<file path="src/rtl/core/kl_pkg.sv">
// Package for the keyword lexer: the state enums, the token codes, the keyword table
// and the character classes.
// It has no dependencies. Every other file imports it.
package kl_pkg;

   localparam int CHAR_W     = 8;
   localparam int KIND_W     = 3;
   localparam int KW_ID_W    = 4;
   localparam int VALUE_W    = 32;
   localparam int DIGIT_W    = 4;
   localparam int KW_COUNT   = 10;
   localparam int KW_MAX_LEN = 8;
   localparam int KW_POS_W   = $clog2(KW_MAX_LEN);

   typedef enum logic [1:0] {
      MODE_IDLE,
      MODE_NAME,
      MODE_NUM
   } kl_mode_type;

   typedef enum logic [2:0] {
      ST_IDLE,
      ST_CHAR,
      ST_MUL,
      ST_ADD,
      ST_NAME_RD,
      ST_NAME_OUT,
      ST_NUM_OUT,
      ST_ONE_OUT
   } kl_state_type;

   typedef enum logic [KIND_W-1:0] {
      KIND_IDENT    = 3'd0,
      KIND_KEYWORD  = 3'd1,
      KIND_NUMBER   = 3'd2,
      KIND_OPERATOR = 3'd3,
      KIND_PUNCT    = 3'd4
   } kl_kind_type;

   typedef enum logic {
      ALU_TIMES5,
      ALU_DOUBLE_ADD
   } kl_alu_op_type;

   // Keyword spelling, left aligned, first character in the top byte.
   function automatic logic [KW_MAX_LEN*CHAR_W-1:0] kw_word(input logic [KW_ID_W-1:0] k);
      logic [KW_MAX_LEN*CHAR_W-1:0] w;
      unique case (k)
         4'd0:    w = {"IF", 48'd0};
         4'd1:    w = {"ELSE", 32'd0};
         4'd2:    w = {"ENDIF", 24'd0};
         4'd3:    w = {"END", 40'd0};
         4'd4:    w = {"BEGIN", 24'd0};
         4'd5:    w = {"VAR", 40'd0};
         4'd6:    w = {"WHILE", 24'd0};
         4'd7:    w = "ENDWHILE";
         4'd8:    w = {"READ", 32'd0};
         4'd9:    w = {"WRITE", 24'd0};
         default: w = '0;
      endcase
      return w;
   endfunction

   function automatic logic [KW_ID_W-1:0] kw_len(input logic [KW_ID_W-1:0] k);
      logic [KW_ID_W-1:0] n;
      unique case (k)
         4'd0:    n = 4'd2;
         4'd1:    n = 4'd4;
         4'd2:    n = 4'd5;
         4'd3:    n = 4'd3;
         4'd4:    n = 4'd5;
         4'd5:    n = 4'd3;
         4'd6:    n = 4'd5;
         4'd7:    n = 4'd8;
         4'd8:    n = 4'd4;
         4'd9:    n = 4'd5;
         default: n = 4'd0;
      endcase
      return n;
   endfunction

   function automatic logic [CHAR_W-1:0] kw_char(input logic [KW_ID_W-1:0] k,
                                                 input logic [KW_POS_W-1:0] p);
      logic [KW_MAX_LEN*CHAR_W-1:0] w;
      w = kw_word(k);
      return w[(KW_MAX_LEN - 1 - int'(p)) * CHAR_W +: CHAR_W];
   endfunction

   function automatic logic is_letter(input logic [CHAR_W-1:0] c);
      return (c >= "A" && c <= "Z") || (c >= "a" && c <= "z");
   endfunction

   function automatic logic is_digit(input logic [CHAR_W-1:0] c);
      return c >= "0" && c <= "9";
   endfunction

   function automatic logic is_space(input logic [CHAR_W-1:0] c);
      return c == " " || c == 8'h09 || c == 8'h0D || c == 8'h0A;
   endfunction

   function automatic logic is_operator(input logic [CHAR_W-1:0] c);
      return c == "+" || c == "-" || c == "/" || c == "*" ||
             c == "<" || c == ">" || c == ":" || c == "=";
   endfunction

   function automatic logic [CHAR_W-1:0] to_upper(input logic [CHAR_W-1:0] c);
      return (c >= "a" && c <= "z") ? c - 8'd32 : c;
   endfunction

endpackage

</file>
<file path="src/rtl/core/kl_channels.sv">
// Valid/ready channel interfaces for the keyword lexer: requests in, tokens out.
// They depend on kl_pkg for the field widths.
interface kl_req_if import kl_pkg::*; ();
   logic              valid;
   logic              ready;
   logic [CHAR_W-1:0] char_in;
   logic              end_of_input;

   modport source (output valid, output char_in, output end_of_input, input ready);
   modport sink   (input valid, input char_in, input end_of_input, output ready);
endinterface

interface kl_rsp_if import kl_pkg::*; ();
   logic               valid;
   logic               ready;
   logic [KIND_W-1:0]  token_kind;
   logic [KW_ID_W-1:0] keyword_id;
   logic [CHAR_W-1:0]  text_char;
   logic [VALUE_W-1:0] number_value;
   logic               last;

   modport source (output valid, output token_kind, output keyword_id, output text_char,
                   output number_value, output last, input ready);
   modport sink   (input valid, input token_kind, input keyword_id, input text_char,
                   input number_value, input last, output ready);
endinterface

</file>
<file path="src/rtl/core/keyword_lexer.sv">
// Top level of the keyword lexer: the sequencer, the token registers and the output register.
// It depends on kl_pkg, kl_channels, kl_alu, kl_name_mem and kl_kw_match.
//
//   channel   dir  handshake          payload
//   req_ch    in   valid / ready      char_in[7:0], end_of_input
//   rsp_ch    out  valid / ready      token_kind[2:0], keyword_id[3:0], text_char[7:0],
//                                     number_value[31:0], last
//
// Every request is accepted in ST_IDLE and classified in ST_CHAR. A digit that extends a
// number also passes ST_MUL and ST_ADD, because the shared shift-add unit first forms acc*5
// and then acc*2+digit. Emitting a name passes ST_NAME_RD and ST_NAME_OUT for each character,
// since each character is read through the registered port of the name buffer. A number or a
// single-character token is emitted from ST_NUM_OUT or ST_ONE_OUT, held there while the output
// stalls. A character that ends a pending token is classified once more after that token is out.
// Reset is synchronous and brings the block to idle with no token pending. The name buffer
// is not cleared, because only entries that were already written are ever read back.
// Backpressure on rsp_ch holds the sequencer in its emit state. The output register frees
// the emit state as soon as the register is loaded.
module keyword_lexer import kl_pkg::*; #(
   parameter int NAME_LIMIT  = 16,
   parameter int NUMBER_BITS = 32
) (
   input  logic     clock,
   input  logic     reset,
   kl_req_if.sink   req_ch,
   kl_rsp_if.source rsp_ch
);
   localparam int BUF_DEPTH = NAME_LIMIT - 1;
   localparam int ADDR_W    = $clog2(BUF_DEPTH);
   localparam int LEN_W     = $clog2(NAME_LIMIT);

   kl_state_type           state_ff, state_in;
   kl_mode_type            mode_ff, mode_in;
   logic [LEN_W-1:0]       len_ff, len_in;
   logic [LEN_W-1:0]       idx_ff, idx_in;
   logic [NUMBER_BITS-1:0] acc_ff, acc_in;
   logic [CHAR_W-1:0]      char_ff, char_in;
   logic                   eoi_ff, eoi_in;
   logic                   pend_ff, pend_in;

   logic                   rsp_valid_ff, rsp_valid_in;
   logic [KIND_W-1:0]      rsp_kind_ff, rsp_kind_in;
   logic [KW_ID_W-1:0]     rsp_kid_ff, rsp_kid_in;
   logic [CHAR_W-1:0]      rsp_text_ff, rsp_text_in;
   logic [VALUE_W-1:0]     rsp_value_ff, rsp_value_in;
   logic                   rsp_last_ff, rsp_last_in;

   // The current character is classified in ST_CHAR after the request is accepted, and again after a flush.
   logic                   c_letter, c_digit, c_space, c_oper;
   logic [CHAR_W-1:0]      c_upper;
   logic                   cont_name, start_name, add_char, at_limit;
   logic                   cont_num, start_num, one_tok, flush;
   logic [LEN_W-1:0]       len_inc;

   logic                   accept;
   logic                   emit_name, emit_num, emit_one, emit, load;
   logic                   last_char, done_tok;
   logic                   mem_we;
   kl_alu_op_type          alu_op;
   logic [NUMBER_BITS-1:0] alu_result;
   logic [CHAR_W-1:0]      buf_data;
   logic [KW_ID_W-1:0]     kw_id;

   assign c_letter = is_letter(char_ff);
   assign c_digit  = is_digit(char_ff);
   assign c_space  = is_space(char_ff);
   assign c_oper   = is_operator(char_ff);
   assign c_upper  = to_upper(char_ff);
   assign len_inc  = len_ff + LEN_W'(1);

   assign cont_name  = mode_ff == MODE_NAME && (c_letter || c_digit) && !eoi_ff;
   assign start_name = mode_ff == MODE_IDLE && c_letter && !eoi_ff;
   assign add_char   = cont_name || start_name;
   assign at_limit   = len_inc == LEN_W'(BUF_DEPTH);
   assign cont_num   = mode_ff == MODE_NUM && c_digit && !eoi_ff;
   assign start_num  = mode_ff == MODE_IDLE && c_digit && !eoi_ff;
   assign one_tok    = mode_ff == MODE_IDLE && !eoi_ff && !c_letter && !c_digit && !c_space;
   // Any character that does not extend the pending token ends it. So does end of input.
   assign flush      = mode_ff != MODE_IDLE && !cont_name && !cont_num;

   // Next state.
   always_comb begin
      state_in = state_ff;
      unique case (state_ff)
         ST_IDLE: begin
            if (accept) state_in = ST_CHAR;
         end
         ST_CHAR: begin
            if (flush) begin
               state_in = (mode_ff == MODE_NAME) ? ST_NAME_RD : ST_NUM_OUT;
            end else if (add_char && at_limit) begin
               state_in = ST_NAME_RD;
            end else if (cont_num) begin
               state_in = ST_MUL;
            end else if (one_tok) begin
               state_in = ST_ONE_OUT;
            end else begin
               state_in = ST_IDLE;
            end
         end
         ST_MUL: state_in = ST_ADD;
         ST_ADD: state_in = ST_IDLE;
         ST_NAME_RD: state_in = ST_NAME_OUT;
         ST_NAME_OUT: begin
            if (load) begin
               if (!last_char) state_in = ST_NAME_RD;
               else            state_in = pend_ff ? ST_CHAR : ST_IDLE;
            end
         end
         ST_NUM_OUT: begin
            if (load) state_in = pend_ff ? ST_CHAR : ST_IDLE;
         end
         ST_ONE_OUT: begin
            if (load) state_in = ST_IDLE;
         end
         default: state_in = ST_IDLE;
      endcase
   end

   // Outputs of the sequencer.
   always_comb begin
      req_ch.ready = state_ff == ST_IDLE;
      emit_name    = state_ff == ST_NAME_OUT;
      emit_num     = state_ff == ST_NUM_OUT;
      emit_one     = state_ff == ST_ONE_OUT;
      mem_we       = state_ff == ST_CHAR && add_char;
      alu_op       = (state_ff == ST_MUL) ? ALU_TIMES5 : ALU_DOUBLE_ADD;
   end

   assign accept    = req_ch.valid && req_ch.ready;
   assign emit      = emit_name || emit_num || emit_one;
   assign load      = emit && (!rsp_valid_ff || rsp_ch.ready);
   assign last_char = idx_ff == len_ff - LEN_W'(1);
   assign done_tok  = load && (emit_num || emit_one || (emit_name && last_char));

   kl_alu #(
      .DATA_W (NUMBER_BITS)
   ) u_alu (
      .op     (alu_op),
      .acc    (acc_ff),
      .digit  (char_ff[DIGIT_W-1:0]),
      .result (alu_result)
   );

   kl_name_mem #(
      .DEPTH   (BUF_DEPTH)
   ) u_name_mem (
      .clock   (clock),
      .wr_en   (mem_we),
      .wr_addr (len_ff[ADDR_W-1:0]),
      .wr_data (c_upper),
      .rd_addr (idx_ff[ADDR_W-1:0]),
      .rd_data (buf_data)
   );

   kl_kw_match #(
      .LEN_W   (LEN_W)
   ) u_kw_match (
      .clock   (clock),
      .step_en (mem_we),
      .pos     (len_ff),
      .ch      (c_upper),
      .kw_id   (kw_id)
   );

   // Token registers.
   always_comb begin
      char_in = char_ff;
      eoi_in  = eoi_ff;
      mode_in = mode_ff;
      len_in  = len_ff;
      idx_in  = idx_ff;
      acc_in  = acc_ff;
      pend_in = pend_ff;

      if (accept) begin
         char_in = req_ch.char_in;
         eoi_in  = req_ch.end_of_input;
      end

      if (state_ff == ST_CHAR) begin
         // The character is kept for a second pass once the flushed token is out.
         pend_in = flush && !eoi_ff;
         idx_in  = '0;
         if (start_name) mode_in = MODE_NAME;
         if (add_char)   len_in = len_inc;
         if (start_num) begin
            mode_in = MODE_NUM;
            acc_in  = {{(NUMBER_BITS-DIGIT_W){1'b0}}, char_ff[DIGIT_W-1:0]};
         end
      end

      if (state_ff == ST_MUL || state_ff == ST_ADD) acc_in = alu_result;

      if (emit_name && load) idx_in = idx_ff + LEN_W'(1);

      if (done_tok) begin
         mode_in = MODE_IDLE;
         len_in  = '0;
      end
   end

   // Output register.
   always_comb begin
      rsp_valid_in = rsp_valid_ff && !rsp_ch.ready;
      rsp_kind_in  = rsp_kind_ff;
      rsp_kid_in   = rsp_kid_ff;
      rsp_text_in  = rsp_text_ff;
      rsp_value_in = rsp_value_ff;
      rsp_last_in  = rsp_last_ff;
      if (load) begin
         rsp_valid_in = 1'b1;
         rsp_kid_in   = '0;
         rsp_text_in  = '0;
         rsp_value_in = '0;
         rsp_last_in  = 1'b1;
         if (emit_name) begin
            rsp_kind_in = (kw_id != '0) ? KIND_KEYWORD : KIND_IDENT;
            rsp_kid_in  = kw_id;
            rsp_text_in = buf_data;
            rsp_last_in = last_char;
         end else if (emit_num) begin
            rsp_kind_in  = KIND_NUMBER;
            rsp_value_in = VALUE_W'(acc_ff);
         end else begin
            rsp_kind_in = c_oper ? KIND_OPERATOR : KIND_PUNCT;
            rsp_text_in = char_ff;
         end
      end
   end

   always_ff @(posedge clock) begin
      if (reset) begin
         state_ff     <= ST_IDLE;
         mode_ff      <= MODE_IDLE;
         len_ff       <= '0;
         acc_ff       <= '0;
         pend_ff      <= 1'b0;
         rsp_valid_ff <= 1'b0;
      end else begin
         state_ff     <= state_in;
         mode_ff      <= mode_in;
         len_ff       <= len_in;
         acc_ff       <= acc_in;
         pend_ff      <= pend_in;
         rsp_valid_ff <= rsp_valid_in;
      end
   end

   always_ff @(posedge clock) begin
      char_ff      <= char_in;
      eoi_ff       <= eoi_in;
      idx_ff       <= idx_in;
      rsp_kind_ff  <= rsp_kind_in;
      rsp_kid_ff   <= rsp_kid_in;
      rsp_text_ff  <= rsp_text_in;
      rsp_value_ff <= rsp_value_in;
      rsp_last_ff  <= rsp_last_in;
   end

   assign rsp_ch.valid        = rsp_valid_ff;
   assign rsp_ch.token_kind   = rsp_kind_ff;
   assign rsp_ch.keyword_id   = rsp_kid_ff;
   assign rsp_ch.text_char    = rsp_text_ff;
   assign rsp_ch.number_value = rsp_value_ff;
   assign rsp_ch.last         = rsp_last_ff;
endmodule

</file>
<file path="src/rtl/core/kl_alu.sv">
// The shared shift-add unit of the keyword lexer. It forms value*10+digit in two passes.
// It depends on kl_pkg.
module kl_alu import kl_pkg::*; #(
   parameter int DATA_W = 32
) (
   input  kl_alu_op_type      op,
   input  logic [DATA_W-1:0]  acc,
   input  logic [DIGIT_W-1:0] digit,
   output logic [DATA_W-1:0]  result
);
   logic [DATA_W-1:0] opa;
   logic [DATA_W-1:0] opb;

   always_comb begin
      unique case (op)
         ALU_TIMES5: begin
            opa = acc << 2;
            opb = acc;
         end
         ALU_DOUBLE_ADD: begin
            opa = acc << 1;
            opb = {{(DATA_W-DIGIT_W){1'b0}}, digit};
         end
         default: begin
            opa = '0;
            opb = '0;
         end
      endcase
   end

   assign result = opa + opb;
endmodule

</file>
<file path="src/rtl/core/kl_name_mem.sv">
// Name buffer of the keyword lexer: one write port and one registered read port.
// It depends on kl_pkg for the character width.
module kl_name_mem import kl_pkg::*; #(
   parameter int DEPTH = 15
) (
   input  logic                     clock,
   input  logic                     wr_en,
   input  logic [$clog2(DEPTH)-1:0] wr_addr,
   input  logic [CHAR_W-1:0]        wr_data,
   input  logic [$clog2(DEPTH)-1:0] rd_addr,
   output logic [CHAR_W-1:0]        rd_data
);
   logic [CHAR_W-1:0] mem_ff [DEPTH];
   logic [CHAR_W-1:0] rd_data_ff;

   always_ff @(posedge clock) begin
      if (wr_en) begin
         mem_ff[wr_addr] <= wr_data;
      end
   end

   always_ff @(posedge clock) begin
      rd_data_ff <= mem_ff[rd_addr];
   end

   assign rd_data = rd_data_ff;
endmodule

</file>
<file path="src/rtl/core/kl_kw_match.sv">
// Keyword matcher of the keyword lexer. It keeps a flag for each keyword that the name so
// far is still a prefix of, and it gives the matching keyword's id. It depends on kl_pkg.
module kl_kw_match import kl_pkg::*; #(
   parameter int LEN_W = 4
) (
   input  logic               clock,
   input  logic               step_en,
   input  logic [LEN_W-1:0]   pos,
   input  logic [CHAR_W-1:0]  ch,
   output logic [KW_ID_W-1:0] kw_id
);
   logic [KW_COUNT-1:0] alive_ff;
   logic [KW_COUNT-1:0] alive_in;
   logic [KW_COUNT-1:0] base;
   logic                in_range;

   // A new name starts at position zero with every keyword still possible.
   always_comb begin
      base     = (pos == '0) ? '1 : alive_ff;
      in_range = pos < LEN_W'(KW_MAX_LEN);
      for (int k = 0; k < KW_COUNT; k++) begin
         alive_in[k] = base[k] && in_range && (pos < LEN_W'(kw_len(KW_ID_W'(k)))) &&
                       (kw_char(KW_ID_W'(k), pos[KW_POS_W-1:0]) == ch);
      end
   end

   always_ff @(posedge clock) begin
      if (step_en) begin
         alive_ff <= alive_in;
      end
   end

   // Once the name is complete, pos holds its length. A keyword matches when it is still
   // a prefix and has exactly that length.
   always_comb begin
      kw_id = '0;
      for (int k = 0; k < KW_COUNT; k++) begin
         if (alive_ff[k] && pos == LEN_W'(kw_len(KW_ID_W'(k)))) begin
            kw_id = KW_ID_W'(k + 1);
         end
      end
   end
endmodule
</file>
<file path="src/flat_wrapper.sv">
// flat-port wrapper written by rule: the top's interface ports become plain ports
module keyword_lexer_flat import kl_pkg::*;
#(
   parameter int NAME_LIMIT  = 16,
   parameter int NUMBER_BITS = 32
)
  (clock, reset, req_ch_valid, req_ch_char_in, req_ch_end_of_input, req_ch_ready, rsp_ch_valid, rsp_ch_token_kind, rsp_ch_keyword_id, rsp_ch_text_char, rsp_ch_number_value, rsp_ch_last, rsp_ch_ready);
  kl_req_if req_ch_i ();
  kl_rsp_if rsp_ch_i ();
  input  logic clock;
  input  logic reset;
  input wire logic [$bits(req_ch_i.valid)-1:0] req_ch_valid;
  input wire logic [$bits(req_ch_i.char_in)-1:0] req_ch_char_in;
  input wire logic [$bits(req_ch_i.end_of_input)-1:0] req_ch_end_of_input;
  output wire logic [$bits(req_ch_i.ready)-1:0] req_ch_ready;
  output wire logic [$bits(rsp_ch_i.valid)-1:0] rsp_ch_valid;
  output wire logic [$bits(rsp_ch_i.token_kind)-1:0] rsp_ch_token_kind;
  output wire logic [$bits(rsp_ch_i.keyword_id)-1:0] rsp_ch_keyword_id;
  output wire logic [$bits(rsp_ch_i.text_char)-1:0] rsp_ch_text_char;
  output wire logic [$bits(rsp_ch_i.number_value)-1:0] rsp_ch_number_value;
  output wire logic [$bits(rsp_ch_i.last)-1:0] rsp_ch_last;
  input wire logic [$bits(rsp_ch_i.ready)-1:0] rsp_ch_ready;
  assign req_ch_i.valid = req_ch_valid;
  assign req_ch_i.char_in = req_ch_char_in;
  assign req_ch_i.end_of_input = req_ch_end_of_input;
  assign req_ch_ready = req_ch_i.ready;
  assign rsp_ch_valid = rsp_ch_i.valid;
  assign rsp_ch_token_kind = rsp_ch_i.token_kind;
  assign rsp_ch_keyword_id = rsp_ch_i.keyword_id;
  assign rsp_ch_text_char = rsp_ch_i.text_char;
  assign rsp_ch_number_value = rsp_ch_i.number_value;
  assign rsp_ch_last = rsp_ch_i.last;
  assign rsp_ch_i.ready = rsp_ch_ready;
  keyword_lexer #(.NAME_LIMIT(NAME_LIMIT), .NUMBER_BITS(NUMBER_BITS)) u_core (.clock(clock), .reset(reset), .req_ch(req_ch_i), .rsp_ch(rsp_ch_i));
endmodule
</file>
<file path="config.mk">
export PLATFORM = sky130hd
export DESIGN_NAME = keyword_lexer_flat
export DESIGN_NICKNAME = d
export VERILOG_FILES = /design/src/rtl/core/kl_pkg.sv /design/src/rtl/core/kl_channels.sv /design/src/rtl/core/keyword_lexer.sv /design/src/rtl/core/kl_alu.sv /design/src/rtl/core/kl_name_mem.sv /design/src/rtl/core/kl_kw_match.sv /design/src/flat_wrapper.sv
export SDC_FILE = /design/constraint.sdc
export NUM_CORES = 1
export LEC_CHECK = 0
export BUFFER_PORTS_ARGS = -buffer_cell sky130_fd_sc_hd__buf_2
export CAP_MARGIN = 20
export CORE_ASPECT_RATIO = 0.8
export CORE_MARGIN = 3
export CORE_UTILIZATION = 41
export DETAILED_ROUTE_END_ITERATION = 7
export PLACE_DENSITY = 0.55
export SLEW_MARGIN = 20
export SYNTH_ARGS = -nofsm -noshare
export SYNTH_HDL_FRONTEND = slang
export SYNTH_HIERARCHICAL = 1
export SYNTH_SLANG_ARGS = --single-unit
</file>
<file path="constraint.sdc">
create_clock -name clock -period 11.4 [get_ports clock]
set_input_delay 0.57 -clock clock [delete_from_list [all_inputs] [get_ports clock]]
set_output_delay 0.57 -clock clock [all_outputs]
set_load 0.05 [all_outputs]
</file>
==> metrics <==
Max Buffers Root-to-Sink=3; first-pass GRT wire length=49,700 µm; crit end category=flip-flop; Vias=9,079; # hold bufs at CTS=0; max cap viols=0; row cnt=57; DIE AREA=0.0337 mm²; most common cell after layout, fill and taps aside=edfxtp_1; Clk pin slew, worst setup/hold paths=0.06 ns; Clock Sinks=242; arrival time at the worst endpoint=4.66 ns; Yosys top cell by area=edfxtp_1; Async SR Flop Fraction=0%; post-CTS setup repair buffer count=0; TNS Setup=0 ns; FF-to-FF path depth=16; Antenna diodes=0; Slew Limit Fails=0; Hold Path Class=in -> reg; Die Wd=205 µm; status=finished, final reports clean; Worst-Margin Slew=0.926 ns; Post-synth EDFFs=191; post-synth top area share=44.3%; Total Wirelength=31,600 µm; CP Class=reg -> reg; fmax=0.237 GHz; most frequent cells in the layout=191 x edfxtp_1, 102 x nand2_1, 75 x a21oi_1, 62 x buf_2, 57 x nor2_1; Nets=1,246; total CTS buffers=27; Post-DP HPWL=20,900 µm; Starting Density=42.1%; Mapped Avg Cell Area=11.3 µm²; Setup Skew=0.0115 ns; RSZ-0062 raised after global routing=no; area occupied by multi-input gates=0.00574 mm²; largest net degree at the start of global routing=55; post-synthesis sequential area ratio=52.2%; initial antenna violation count=0; Netlist Area Pre-Place=0.0129 mm²; num ports=63; fillers=2,825; hold depth=1; Via density=5.61; power consumption=2.17 mW; GRT Overall Usage=18.6%; Pwr Density=151 mW/mm²; post-synthesis cell type count=83; setup slack, reg-to-reg=7.18 ns; top cells by area, synth=edfxtp_1 44%, dfxtp_1 7.9%, ha_1 4.3%; number of setup violations in the final report=0; Worst EP required=11.84 ns; synthesis-stage register bit count=242; vias in the first global route=8,523; Syn-to-layout area delta=11.3%; Placeable Area=0.0307 mm²; Yosys warnings=6; GR Overflow Total=0; Die Y-Extent=165 µm; Final Critical Period=4.22 ns; H-tree lvl count=1; Top FF cell, synth=edfxtp_1; Routed Antenna Nets=0; TritonCTS clock tree=done; Syn Nets=1,207; worst vdd ir=85.9 µV; worst-path maximum fanout=54; Leakage=5.33 nW; worst-skew pair later-pin latency=0.52 ns; CTS resizes=0; final hold vios=0; PortBufs=62; Remaining DRCs=0; ratio of cells with drive above 1 in the final layout=13.8%; cell count after synthesis=1,149; Root Driver=clkbuf_16; Final Cycle Share=37.0%; drt pass-1 iters=5; relative slew slack=38.1%; Seq. cell area=0.00676 mm²; drt initial violations=651; GP Congestion=0.873; Startpoint Class=flip-flop; DR WL/cell=19.5 µm
-- synthesized netlist by cell type, types with 15 or more instances --
cell type	instances
edfxtp_1	191
nand2_1	102
a21oi_1	75
nor2_1	59
dfxtp_1	51
o21ai_0	47
ha_1	44
nand3_1	44
nor2b_1	43
and2_1	41
clkbuf_1	39
xnor2_1	37
a21o_1	34
nand2b_1	25
mux4_2	22
nor3_1	22
inv_1	20
xor2_1	20
buf_2	19
a31oi_1	16
a22o_1	15
-- flip-flops by register name, summed over array words and instances, names as in the netlist --
name,flops
u_core/char_ff,8
u_core/rsp_ch.text_char,8
u_core/u_kw_match/alive_ff,10
u_core/rsp_ch.token_kind,3
u_core/u_name_mem/rd_data,8
u_core/u_name_mem/mem_ff,120
u_core/rsp_ch.valid,1
u_core/acc_ff,32
u_core/len_ff,4
u_core/rsp_ch.last,1
u_core/pend_ff,1
u_core/mode_ff,2
u_core/rsp_ch.number_value,32
u_core/eoi_ff,1
u_core/idx_ff,4
u_core/rsp_ch.keyword_id,4
u_core/state_ff,3
-- report_power, final --
group / total, mW / internal (mW) / switching, mW
clock: 0.824 / 0.489 / 0.334
sequential: 1.02 / 0.999 / 0.0242
combinational: 0.323 / 0.106 / 0.217
-- logic make-up (layout without fill, tap and decap cells) --
| group | count (synthesis) | count (layout) | share of synthesized area (%) |
|---|---|---|---|
| xor gates and xnor gates | 57 | 57 | 3.86 |
| and+or+nand+nor | 401 | 401 | 16.3 |
| AOI/OAI and AO/OA | 273 | 273 | 14.3 |
| buffers and inverters | 93 | 150 | 3.54 |
| DFF | 242 | 242 | 52.2 |
| adders and majority gates | 45 | 45 | 4.41 |
| muxes | 38 | 38 | 5.33 |
-- final cells by class --
| class | count | share of cell area, % |
|---|---|---|
| multi-input combinational | 814 | 39.9 |
| clock inverter | 12 | 0.757 |
| clock buffer | 35 | 5.04 |
| tap | 413 | 3.59 |
| inverter | 20 | 0.522 |
| sequential | 242 | 47.0 |
| timing repair buffer | 83 | 3.25 |
-- worst paths after layout --
path                              startpoint                              to
max reg2reg  u_core/state_ff[2]$_SDFFE_PP0P_  u_core/acc_ff[26]$_SDFFE_PP0P_
min reg2reg   u_core/acc_ff[22]$_SDFFE_PP0P_  u_core/acc_ff[22]$_SDFFE_PP0P_
max          u_core/state_ff[2]$_SDFFE_PP0P_  u_core/acc_ff[26]$_SDFFE_PP0P_
min                        req_ch_char_in[4]     u_core/char_ff[4]$_DFFE_PP_
-- critical path, cell delays in order (launching register included) --
cell,delay (ns)
dfxtp_1,0.57
nor2b_2,0.07
buf_4,0.24
nand2b_2,0.23
buf_4,0.49
nor2b_1,0.14
a21o_1,0.19
ha_1,0.38
and2_1,0.26
a221o_1,0.38
a31oi_1,0.29
nor4_1,0.08
a21o_1,0.25
a31oi_1,0.22
xnor2_1,0.14
nand2_1,0.07
a21oi_1,0.12
-- per-layer routing --
| metal | share of wire, % | GRT usage, % | up-vias |
|---|---|---|---|
| li1 | - | - | 4376 |
| met1 | 53 | 31.2 | 4425 |
| met2 | 40 | 25.7 | 248 |
| met3 | 5.2 | 2.25 | 30 |
| met4 | 1.4 | 3.09 | 0 |
| met5 | 0 | 0 | - |
-- stage by stage --
stage / utilization [%] / instances / hold WS (ns) / setup slack, ns / cell area [µm²]
after floorplan: - / 1149 / 0.450 / 7.46 / 12900
after global placement: 44.1 / 1572 / 0.462 / 7.28 / 13600
after detailed placement: 44.1 / 1572 / 0.467 / 7.22 / 13600
after CTS: 46.8 / 1619 / 0.199 / 7.21 / 14400
after global routing: 46.8 / 1619 / 0.205 / 6.81 / 14400
final: 46.8 / 1619 / 0.222 / 7.18 / 14400
Power figures use the tool's default switching activity.
